==> src/rtl/dsrm_pkg.sv <==
// ----------------------------------------------------------------------------
// dsrm_pkg
// Shared types and constants of the diagonal similarity run matcher.
// ----------------------------------------------------------------------------
`default_nettype none

package dsrm_pkg;

  localparam int SIM_W   = 16;
  localparam int IDX_W   = 8;
  localparam int LEN_W   = 9;
  localparam int SUM_W   = 23;
  localparam int SCORE_W = 15;
  localparam int LIC_W   = 16;
  localparam int CNT_W   = 5;

  localparam logic [LEN_W-1:0]   LEN_MAX = 9'd511;
  localparam logic [SUM_W-1:0]   SUM_MAX = 23'h7FFFFF;
  localparam logic [SCORE_W-1:0] THRESHOLD_RESET = 15'd8847;

  // configuration register map
  localparam int CFG_ADDR_W = 3;
  localparam int CFG_DATA_W = 32;
  localparam logic [0:0] REG_THRESHOLD = 1'b0;

  typedef struct packed {
    logic [LEN_W-1:0] len;
    logic [SUM_W-1:0] sum;
  } run_entry_t;

  typedef struct packed {
    logic             start;
    logic [SUM_W-1:0] dividend;
    logic [LEN_W-1:0] divisor;
  } div_req_t;

  typedef struct packed {
    logic             done;
    logic [SUM_W-1:0] quotient;
  } div_status_t;

endpackage

`default_nettype wire

==> src/rtl/dsrm_divider.sv <==
// ----------------------------------------------------------------------------
// dsrm_divider
// Restoring divider, one quotient bit per cycle, for the run mean.
// ----------------------------------------------------------------------------
`default_nettype none

module dsrm_divider
  import dsrm_pkg::*;
(
  input  wire logic  clk,
  input  wire logic  rst,
  input  wire div_req_t req,
  output div_status_t  status
);

  logic             busy;
  logic [CNT_W-1:0] count;
  logic [LEN_W-1:0] rem;
  logic [SUM_W-1:0] quo;
  logic             done;
  logic [LEN_W:0]   shifted;
  logic             ge;

  assign shifted = {rem, quo[SUM_W-1]};
  assign ge      = shifted >= {1'b0, req.divisor};

  always_ff @(posedge clk) begin
    if (rst) begin
      busy  <= 1'b0;
      done  <= 1'b0;
      count <= '0;
    end else begin
      done <= 1'b0;
      if (req.start) begin
        busy  <= 1'b1;
        count <= CNT_W'(SUM_W - 1);
        rem   <= '0;
        quo   <= req.dividend;
      end else if (busy) begin
        rem   <= ge ? LEN_W'(shifted - {1'b0, req.divisor}) : shifted[LEN_W-1:0];
        quo   <= {quo[SUM_W-2:0], ge};
        count <= count - 1'b1;
        if (count == '0) begin
          busy <= 1'b0;
          done <= 1'b1;
        end
      end
    end
  end

  assign status.done     = done;
  assign status.quotient = quo;

endmodule

`default_nettype wire

==> config.mk <==
export PLATFORM = sky130hd
export DESIGN_NAME = dsrm_divider
export DESIGN_NICKNAME = d
export VERILOG_FILES = /design/src/rtl/dsrm_pkg.sv /design/src/rtl/dsrm_divider.sv
export SDC_FILE = /design/constraint.sdc
export NUM_CORES = 1
export LEC_CHECK = 0
export BUFFER_PORTS_ARGS = -buffer_cell sky130_fd_sc_hd__clkbuf_2
export CAP_MARGIN = 10
export CELL_PAD_IN_SITES_DETAIL_PLACEMENT = 0
export CELL_PAD_IN_SITES_GLOBAL_PLACEMENT = 1
export CORE_ASPECT_RATIO = 1.25
export CORE_MARGIN = 3
export CORE_UTILIZATION = 44
export CTS_CLUSTER_DIAMETER = 100
export DETAILED_ROUTE_END_ITERATION = 6
export PLACE_DENSITY_LB_ADDON = 0.1
export SETUP_SLACK_MARGIN = 0.15
export SYNTH_ARGS = -nofsm -noshare
export SYNTH_HDL_FRONTEND = slang
export SYNTH_SLANG_ARGS = --single-unit
==> constraint.sdc <==
create_clock -name clk -period 6.41 [get_ports clk]
set_input_delay 0.641 -clock clk [delete_from_list [all_inputs] [get_ports clk]]
set_output_delay 0.641 -clock clk [all_outputs]
set_load 0.1 [all_outputs]
==> results.ini, run 1 <==
[setup_path]
cp_max_fo=14
worst-endpoint-arrival_ns=2.67
path_class=flop to flop
worstSetupEndpointType=flop
start_kind=flop
slowest_delay_ns=0.43
crit_top_cell=inv_1
required_ns=6.53
crit_chain=inv_1 -> ha_1 -> inv_1 -> fa_1 -> a21o_1 -> a221oi_4 -> a31oi_4 -> or2_0 -> a21oi_1
slowest_stage=edfxtp_1
crit_buf_inv=2
crit_family=compound AO/OA/AOI/OAI gates

[route]
wire_per_inst_um=13.7
drt_iter0_markers=52
ant_nets=0
drcViolationCount=0
vias=1506
dr.pass1.iters=4
viasPerCell=5.07
routed_wl_mm=4.07

[sta]
finalSetupTns_ns=0
setup_viol=0
clock_skew_ns=0.00315
fmax_mhz=393
finalHoldViolCount=0
slew_viol_final=0
slew_headroom_pct=39.1
period_needed_ns=2.55
tightest_slew_ns=0.913
period_share_pct=39.7
rsz0062_at_grt=false

[clock_network]
cts.hold.buffers_added=0
numCtsBuffers=5
post_cts_buffers=0
cts_tree=built
root_buffer=clkbuf_8
htreeDepth=2
cts_buffer_depth=2
clock-sinks=39
clk-insertion-delay-late_ns=0.29
ctsResizeCount=0
path_clk_slew_ns=0.07

[grt]
groute.usage.overall_pct=15.4
grt_max_degree=41
grt_pass1_vias=1527
grt_pass1_wl_mm=6.84
grt.overflow.total=0
antenna_found_initial=0

[synth]
synth_cells=177
synth_top_area_share_pct=44.1
synth_edf_count=32
ys_seq_area_share_pct=50.5
synth-seq-cells=39
ys_types=42
syn_area_um2=2180
synth_nets=223
synth_warnings=0
synth_area_leader_cell=edfxtp_1
syn_avg_cell_area_um2=12.3
yosys-top-cells-area=edfxtp_1 44%, mux2_2 12%, dfxtp_1 6.4%
ys.flop_type=edfxtp_1
synthArstFlopShare_pct=0

[flow_run]
max_cap_violations=0

[hold_path]
hold_path_class=flop to flop

[placed_design]
dpl_cell_area_um2=2520
place_congestion=0.782
dp.cells=289
place_hpwl_mm=3.08
place.port_buffers=58

[layout]
drive_gt1_share_pct=42.6
layout_common_cells=58 x clkbuf_2, 32 x edfxtp_1, 23 x mux2_2, 17 x nor2_1, 15 x inv_1
final_core_util_pct=54.9
fin_cells=297
nNetsFinal=282
syn_to_final_growth_pct=20.1
layout_commonest_cell=clkbuf_2
finalInstanceArea_um2=2620
num_antenna_cells=0

[power]
peakVddDrop_v=0.000191
powerDensity_nw_per_um2=271
power.leakage_nw=1.13

[status]
outcome=finished clean

[floorplan]
core-area_um2=4760
die_x_um=68.9
dieArea_um2=5840
num_io_pins=59
initial_core_util_pct=45.7
rows=28
die_y_um=84.7

[worst register-to-register path, stage by stage, from the launching register on]
cell      delay [ns]
edfxtp_1        0.43
inv_1           0.09
ha_1            0.16
inv_1           0.06
fa_1            0.40
a21o_1          0.21
a221oi_4        0.35
a31oi_4         0.25
or2_0           0.28
a21oi_1         0.14
[per-layer routing]
metal	share of wire (%)	global-route usage, %	wire length (um)	up-vias
met1	42	18.9	1710	695
met3	6.7	4.95	274	6
li1	-	-	-	759
met4	1.7	5.32	70	0
met2	49	25.1	2010	46
met5	0	0	0	-
[cells by family after synthesis]
group	count (synthesis)	synth area share, %
AND/OR/NAND/NOR	46	10.7
flip-flops	39	50.5
multiplexers	27	14.0
AO/OA/AOI/OAI	25	11.0
buffers and inverters	22	4.31
adder cells (fa/ha/maj)	11	6.66
XOR/XNOR	7	2.81
[path summary, 6_finish.rpt]
kind         startpoint     end  slack, ns  cells after the start
max             quo[22]  rem[3]       3.86                      9
max reg2reg     quo[22]  rem[3]       3.86                      9
min            count[4]    done       0.48                      1
min reg2reg    count[4]    done       0.48                      1
[power breakdown]
part	switching, W	internal [W]	total (W)
logic	0.000145	0.0000728	0.000217
registers	0.0000123	0.000300	0.000312
clock network	0.0000802	0.0000981	0.000178
[metrics by stage]
step                hold slack (ns)  power (W)  setup slack, ns
floorplan                     0.440   0.000499             3.56
global placement              0.464   0.000534             3.67
detailed placement            0.478   0.000537             3.58
CTS                           0.487   0.000718             3.81
global route                  0.518   0.000748             3.67
finish                        0.478   0.000708             3.86
[registers in the layout, indices dropped and copies added (netlist names)]
signal / cells
rem: 9
quo: 23
busy: 1
done: 1
count: 5
[cells in the mapped netlist, drive strengths merged, types with 5 or more instances]
master and n:
inv 15, mux2 24, edfxtp 32, dfxtp 7, ha 10, a21oi 5
nor3 6, nor2 18, xnor2 6
[layout make-up]
cell class	count	area [um2]
Multi-Input combinational cell	116	986
Tap cell	60	75.1
Fill cell	455	2150
Clock buffer	8	100
Timing Repair Buffer	59	298
Inverter	15	56.3
Sequential cell	39	1100
Power figures use the tool's default switching activity.
==> run 2, diff against run 1 <==
--- a/config.mk
+++ b/config.mk
@@ -11,7 +11,7 @@
 export CELL_PAD_IN_SITES_GLOBAL_PLACEMENT = 1
 export CORE_ASPECT_RATIO = 1.25
 export CORE_MARGIN = 3
-export CORE_UTILIZATION = 44
+export CORE_UTILIZATION = 37
 export CTS_CLUSTER_DIAMETER = 100
 export DETAILED_ROUTE_END_ITERATION = 6
 export PLACE_DENSITY_LB_ADDON = 0.1
==> constraint.sdc (replaced) <==
create_clock -name clk -period 2.2 [get_ports clk]
set_input_delay 0.22 -clock clk [delete_from_list [all_inputs] [get_ports clk]]
set_output_delay 0.22 -clock clk [all_outputs]
set_load 0.1 [all_outputs]
==> run 2 against run 1 <==
Net effect: the flow now finishes with violations (negative setup slack); combinational power rose to 3.3 times the previous value; hold slack worse by 0.26 ns; worst setup slack worse by 4.0 ns; final area up 6.9%; clock power rose to 2.7 times the previous value; die area up 17%; critical path depth unchanged; non-clock buffer count up 20; largest cell class unchanged; largest power group unchanged.
==> results.ini, run 2 (synthesis results as in run 1) <==
[status]
outcome=finished, violations left
violations=negative setup slack

[route]
drcViolationCount=0
routed_wl_mm=4.44
vias=1565
dr.pass1.iters=4
drt_iter0_markers=9
viasPerCell=4.88
ant_nets=0
wire_per_inst_um=13.8

[hold_path]
hold_path_class=primary input to flop
hold_start=rst

[setup_path]
required_ns=2.34
slowest_delay_ns=0.39
r2r_slack_ns=-0.11
crit_buf_inv=2
slowest_stage=edfxtp_1
crit_chain=inv_1 -> ha_2 -> inv_2 -> fa_2 -> a21o_1 -> a221oi_4 -> a31oi_4 -> or2_1 -> a21oi_2
path_class=flop to flop
r2r-start=quo[22]
cp_max_fo=14
start_kind=flop
startpoint=quo[22]
crit_family=compound AO/OA/AOI/OAI gates
worstSetupEndpointType=flop
worst-endpoint-arrival_ns=2.45

[layout]
layout_commonest_cell=clkbuf_2
layout_common_cells=58 x clkbuf_2, 32 x edfxtp_1, 23 x mux2_2, 20 x buf_4, 17 x nor2_1
nNetsFinal=302
syn_to_final_growth_pct=28.4
largest_reg_flops=23
largest-register=quo
num_antenna_cells=0
drive_gt1_share_pct=49.0
top_regs=quo x23, rem x9, count x5

[sta]
setup_ws_ns=-0.112
finalHoldViolCount=0
slew_headroom_pct=63.3
slew_viol_final=0
setup_viol=10
period_share_pct=105
fmax_mhz=432
period_needed_ns=2.31
clock_skew_ns=0.00652
rsz0062_at_grt=true
tightest_slew_ns=0.553

[floorplan]
num_io_pins=59
dieArea_um2=6850
rows=30
die_x_um=74.6
die_y_um=91.8
initial_core_util_pct=39.2
core-area_um2=5560

[grt]
grt_max_degree=29
antenna_found_initial=0
grt_pass1_vias=1668
grt_pass1_wl_mm=7.61
grt.overflow.total=0
groute.usage.overall_pct=14.1

[clock_network]
clk-insertion-delay-late_ns=0.28
cts_buffer_depth=2
htreeDepth=2
clock-sinks=39
cts_tree=built
numCtsBuffers=5
cts.hold.buffers_added=0
path_clk_slew_ns=0.07
root_buffer=clkbuf_8

[placed_design]
place_congestion=0.777
place.port_buffers=58
pre_cts_ws_ns=-0.113
place_hpwl_mm=3.38

[power]
peakVddDrop_v=0.000436
finalPower_w=0.00212
powerDensity_nw_per_um2=757
power.leakage_nw=1.23

[flow_run]
max_cap_violations=0

[run 2: changes by cell type in the layout (fill, tap and decap cells not counted)]
| cell | previous run | this run |
|---|---|---|
| fa_1 | 1 | 0 |
| fa_2 | 0 | 1 |
| buf_4 | 1 | 20 |
| ha_1 | 10 | 9 |
| ha_2 | 0 | 1 |
| buf_12 | 0 | 1 |
| clkinv_1 | 0 | 1 |
| o21bai_4 | 0 | 1 |
| o21bai_1 | 1 | 0 |
| a21oi_2 | 0 | 2 |
| inv_1 | 15 | 14 |
| clkbuf_8 | 7 | 6 |
| a21oi_1 | 5 | 3 |
| inv_2 | 0 | 1 |
[run 2: worst paths after layout]
kind,end,depth (start not counted)
max,rem[7],9
min,count[1],2
max reg2reg,rem[7],9
min reg2reg,done,1
[run 2: cell type report]
| class | instances | area [um2] |
|---|---|---|
| clock buffer | 7 | 86.3 |
| clock inverter | 1 | 3.75 |
| fill | 522 | 2760 |
| inverter | 15 | 56.3 |
| multi-input combinational | 116 | 1010 |
| sequential | 39 | 1100 |
| tap | 64 | 80.1 |
| timing repair buffer | 79 | 460 |
[run 2: where the power goes]
group	internal (W)	total, W	switching [W]
Clock	0.000251	0.000484	0.000233
Sequential	0.000874	0.000910	0.0000359
Combinational	0.000277	0.000723	0.000446
Total	0.00140	0.00212	0.000715
[run 2: repair_timing]
action                                  in CTS  in global routing
endpoints found under the setup margin      10                 10
resized for setup                            0                  3
setup buffers                                2                  1
pin swaps                                    1                  0
[run 2: worst reg2reg max path: cells and delay by family (launching register included)]
kind / cells / cell delay [ns]
AOI/OAI and AO/OA: 4 / 0.88
adders and majority gates: 2 / 0.51
DFF: 1 / 0.39
and+or+nand+nor: 1 / 0.29
buffers and inverters: 2 / 0.11
[run 2: metal layers]
metal / vias to the layer above / routed length (um) / global-route usage (%)
li1: 804 / - / -
met1: 710 / 1900 / 17.1
met2: 46 / 2160 / 22.9
met3: 5 / 315 / 4.50
met4: 0 / 68 / 5.19
met5: - / 0 / 0
[run 2: per-stage QoR]
step	utilization (%)	TNS (ns)	area (um2)	std cells	hold slack (ns)
detailed placement	48.0	-0.841	2670	310	0.477
finish	50.4	-0.819	2800	321	0.216
CTS	49.9	-0.946	2770	320	0.206
global route	50.4	-2.23	2800	321	0.222
floorplan	-	-5.26	2190	177	0.381
global placement	48.0	-0.517	2670	310	0.466
==> run 3, diff against run 2 <==
--- a/config.mk
+++ b/config.mk
@@ -5,13 +5,14 @@
 export SDC_FILE = /design/constraint.sdc
 export NUM_CORES = 1
 export LEC_CHECK = 0
-export BUFFER_PORTS_ARGS = -buffer_cell sky130_fd_sc_hd__clkbuf_2
+export ABC_AREA = 1
+export BUFFER_PORTS_ARGS = -buffer_cell sky130_fd_sc_hd__buf_4
 export CAP_MARGIN = 10
 export CELL_PAD_IN_SITES_DETAIL_PLACEMENT = 0
 export CELL_PAD_IN_SITES_GLOBAL_PLACEMENT = 1
 export CORE_ASPECT_RATIO = 1.25
 export CORE_MARGIN = 3
-export CORE_UTILIZATION = 37
+export CORE_UTILIZATION = 34
 export CTS_CLUSTER_DIAMETER = 100
 export DETAILED_ROUTE_END_ITERATION = 6
 export PLACE_DENSITY_LB_ADDON = 0.1
==> run 3 against run 2 <==
Net effect: largest cell class unchanged; combinational power fell by 6.4%; highest routed layer unchanged; the flow now finishes without violations; critical path type unchanged; synthesized cell count is 62% higher; first-iteration DRC count rose to 4.8 times the previous value; non-clock buffer count decreased by 15; sequential cell count unchanged; final cell count is 36% higher.
==> results.ini, run 3 <==
[status]
outcome=finished clean

[route]
routed_wl_mm=4.95
vias=1871
drcViolationCount=0
drt_iter0_markers=43
viasPerCell=4.30
dr.pass1.iters=4
ant_nets=0
wire_per_inst_um=11.4

[grt]
antenna_found_initial=0
groute.usage.overall_pct=14.3
grt.overflow.total=0
grt_max_degree=34
grt_pass1_vias=1863
grt_pass1_wl_mm=8.49

[floorplan]
initial_core_util_pct=35.5
num_io_pins=59
dieArea_um2=7580
core-area_um2=6290
die_x_um=78.5
die_y_um=96.6
rows=32

[layout]
final_core_util_pct=46.7
top_regs=quo x23, rem x9, count x5
fillers=655
syn_to_final_growth_pct=31.6
layout_common_cells=110 x nand2_1, 64 x buf_4, 41 x inv_1, 32 x edfxtp_1, 30 x nor2_1
fin_cells=435
largest-register=quo
num_antenna_cells=0
nNetsFinal=395
layout_commonest_cell=nand2_1
largest_reg_flops=23
drive_gt1_share_pct=25.7

[synth]
synth-seq-cells=39
synth_common_cells=118 x nand2_1, 43 x inv_1, 32 x edfxtp_1, 32 x nor2_1
synth.most_common_cell=nand2_1
ys_types=25
synth_edf_count=32
synth_warnings=0
synthArstFlopShare_pct=0
ys_seq_area_share_pct=49.3
ys.flop_type=edfxtp_1
synth_nets=332
synth_cells=286
syn_avg_cell_area_um2=7.80
synth_area_leader_cell=edfxtp_1
syn_area_um2=2230
yosys-top-cells-area=edfxtp_1 43%, nand2_1 20%, inv_1 7.2%
synth_top_area_share_pct=43.0

[placed_design]
place.port_buffers=58
dp.cells=422
place_hpwl_mm=3.65
pre_cts_ws_ns=0.0703
place_congestion=0.794

[clock_network]
root_buffer=clkbuf_8
numCtsBuffers=5
cts_buffer_depth=2
htreeDepth=2
cts_tree=built
clk-insertion-delay-late_ns=0.28
path_clk_slew_ns=0.07
cts.hold.buffers_added=0
clock-sinks=39

[sta]
setup_ws_ns=0.217
setup_viol=0
fmax_mhz=504
period_needed_ns=1.98
clock_skew_ns=0.00365
period_share_pct=90.1
rsz0062_at_grt=true
slew_viol_final=0
hold_slack_ns=0.135
slew_headroom_pct=71.0
tightest_slew_ns=0.435
finalHoldViolCount=0

[setup_path]
path_class=flop to flop
slowest_delay_ns=0.40
r2r_slack_ns=0.22
r2r_end=rem[5]
crit_chain=inv_1 -> ha_2 -> inv_2 -> fa_2 -> nand2_2 -> nand2_4 -> nand3_4 -> nand2_4 -> nand2_4 -> nand2_2 -> nor2_1 -> nor2_1
start_kind=flop
crit_family=simple AND/OR/NAND/NOR gates
crit_top_cell=nand2_4
cp_max_fo=6
worstSetupEndpointType=flop
crit_buf_inv=2
required_ns=2.24
r2r-start=quo[22]
slowest_stage=fa_2
rr_worst_depth=12
worst-endpoint-arrival_ns=2.03

[power]
power_frac_clock_pct=22.0
seq_power_share_pct=44.7
p_int_w=0.00130
p_sw_w=0.000731
peakVddDrop_v=0.000470
powerDensity_nw_per_um2=692
power.leakage_nw=1.50
swShare_pct=36.0
power_frac_comb_pct=33.3
finalPower_w=0.00203

[flow_run]
max_cap_violations=0

[hold_path]
hold_start=rst
hold_path_class=primary input to flop
hold_end=count[4]
worstHoldPathCells=2

-- run 3: cell count changes after synthesis, moves of 4 or more --
| cell | change |
|---|---|
| xnor2_1 | -5 |
| nand2_1 | +114 |
| o21ai_0 | -4 |
| o21bai_1 | +4 |
| nand3_1 | +7 |
| nor2_1 | +14 |
| inv_1 | +28 |
| mux2_2 | -23 |
-- run 3: worst register-to-register path, stage by stage (launching register included) --
cell and delay, ns:
edfxtp_1 0.39, inv_1 0.07, ha_2 0.17, inv_2 0.04, fa_2 0.40, nand2_2 0.09
nand2_4 0.06, nand3_4 0.07, nand2_4 0.06, nand2_4 0.10, nand2_2 0.11, nor2_1 0.14
nor2_1 0.05
-- run 3: stage by stage --
stage	setup TNS [ns]	instance area, um2
after floorplan	-2.35	2240
after global placement	0	2750
after detailed placement	0	2750
after CTS	0	2850
after global routing	0	2940
final	0	2940
-- run 3: power by group through the flow --
stage	Combinational, W	Sequential, W	Clock (W)
final	0.000677	0.000907	0.000447
after global routing	0.000749	0.000915	0.000501
after CTS	0.000647	0.000908	0.000467
after detailed placement	0.000638	0.000923	0
after global placement	0.000637	0.000924	0
after floorplan	0.000282	0.00112	0
-- run 3: worst max-delay path by stage --
| stage | from | endpoint | slack, ns | depth (start not counted) |
|---|---|---|---|---|
| 4_1_cts | quo[22] | rem[7] | 0.16 | 14 |
| 6_report | quo[22] | rem[5] | 0.22 | 12 |
| 2_1_floorplan | quo[22] | rem[7] | -0.27 | 14 |
| 5_1_grt | quo[22] | rem[5] | 0.10 | 13 |
| 3_5_place_dp | quo[22] | rem[7] | 0.07 | 14 |
| 3_3_place_gp | quo[22] | rem[7] | 0.13 | 14 |
-- run 3: final cells by class --
cell class / instances / area [um2] / area share (%)
inverters: 43 / 161 / 5.49
clock buffers: 6 / 72.6 / 2.47
clock inverters: 2 / 7.51 / 0.256
repair buffers: 64 / 480 / 16.4
multi-input cells: 196 / 1010 / 34.3
well taps: 85 / 106 / 3.62
flip-flops and latches: 39 / 1100 / 37.5
-- run 3: layer usage --
layer	GRT usage, %	vias up	wire length, um
met4	4.37	0	63
li1	-	1015	-
met2	25.9	39	2440
met1	16.4	811	2150
met5	0	-	0
met3	3.99	6	295
-- run 3: timing repair --
item                                    in CTS  in global routing
gates resized for setup                      2                 17
endpoints found under the setup margin       9                 10
gates cloned                                 1                  0
hold endpoints to repair                     0                  0
pin swaps                                    1                  9
buffers inserted                             1                  3
-- run 3: kinds of logic after synthesis --
kind of cell | share of synthesized area [%]
simple gates | 29.7
fa+ha+maj | 6.50
compound gates | 3.92
buf+inv | 9.42
xor+xnor | 1.18
flops | 49.3
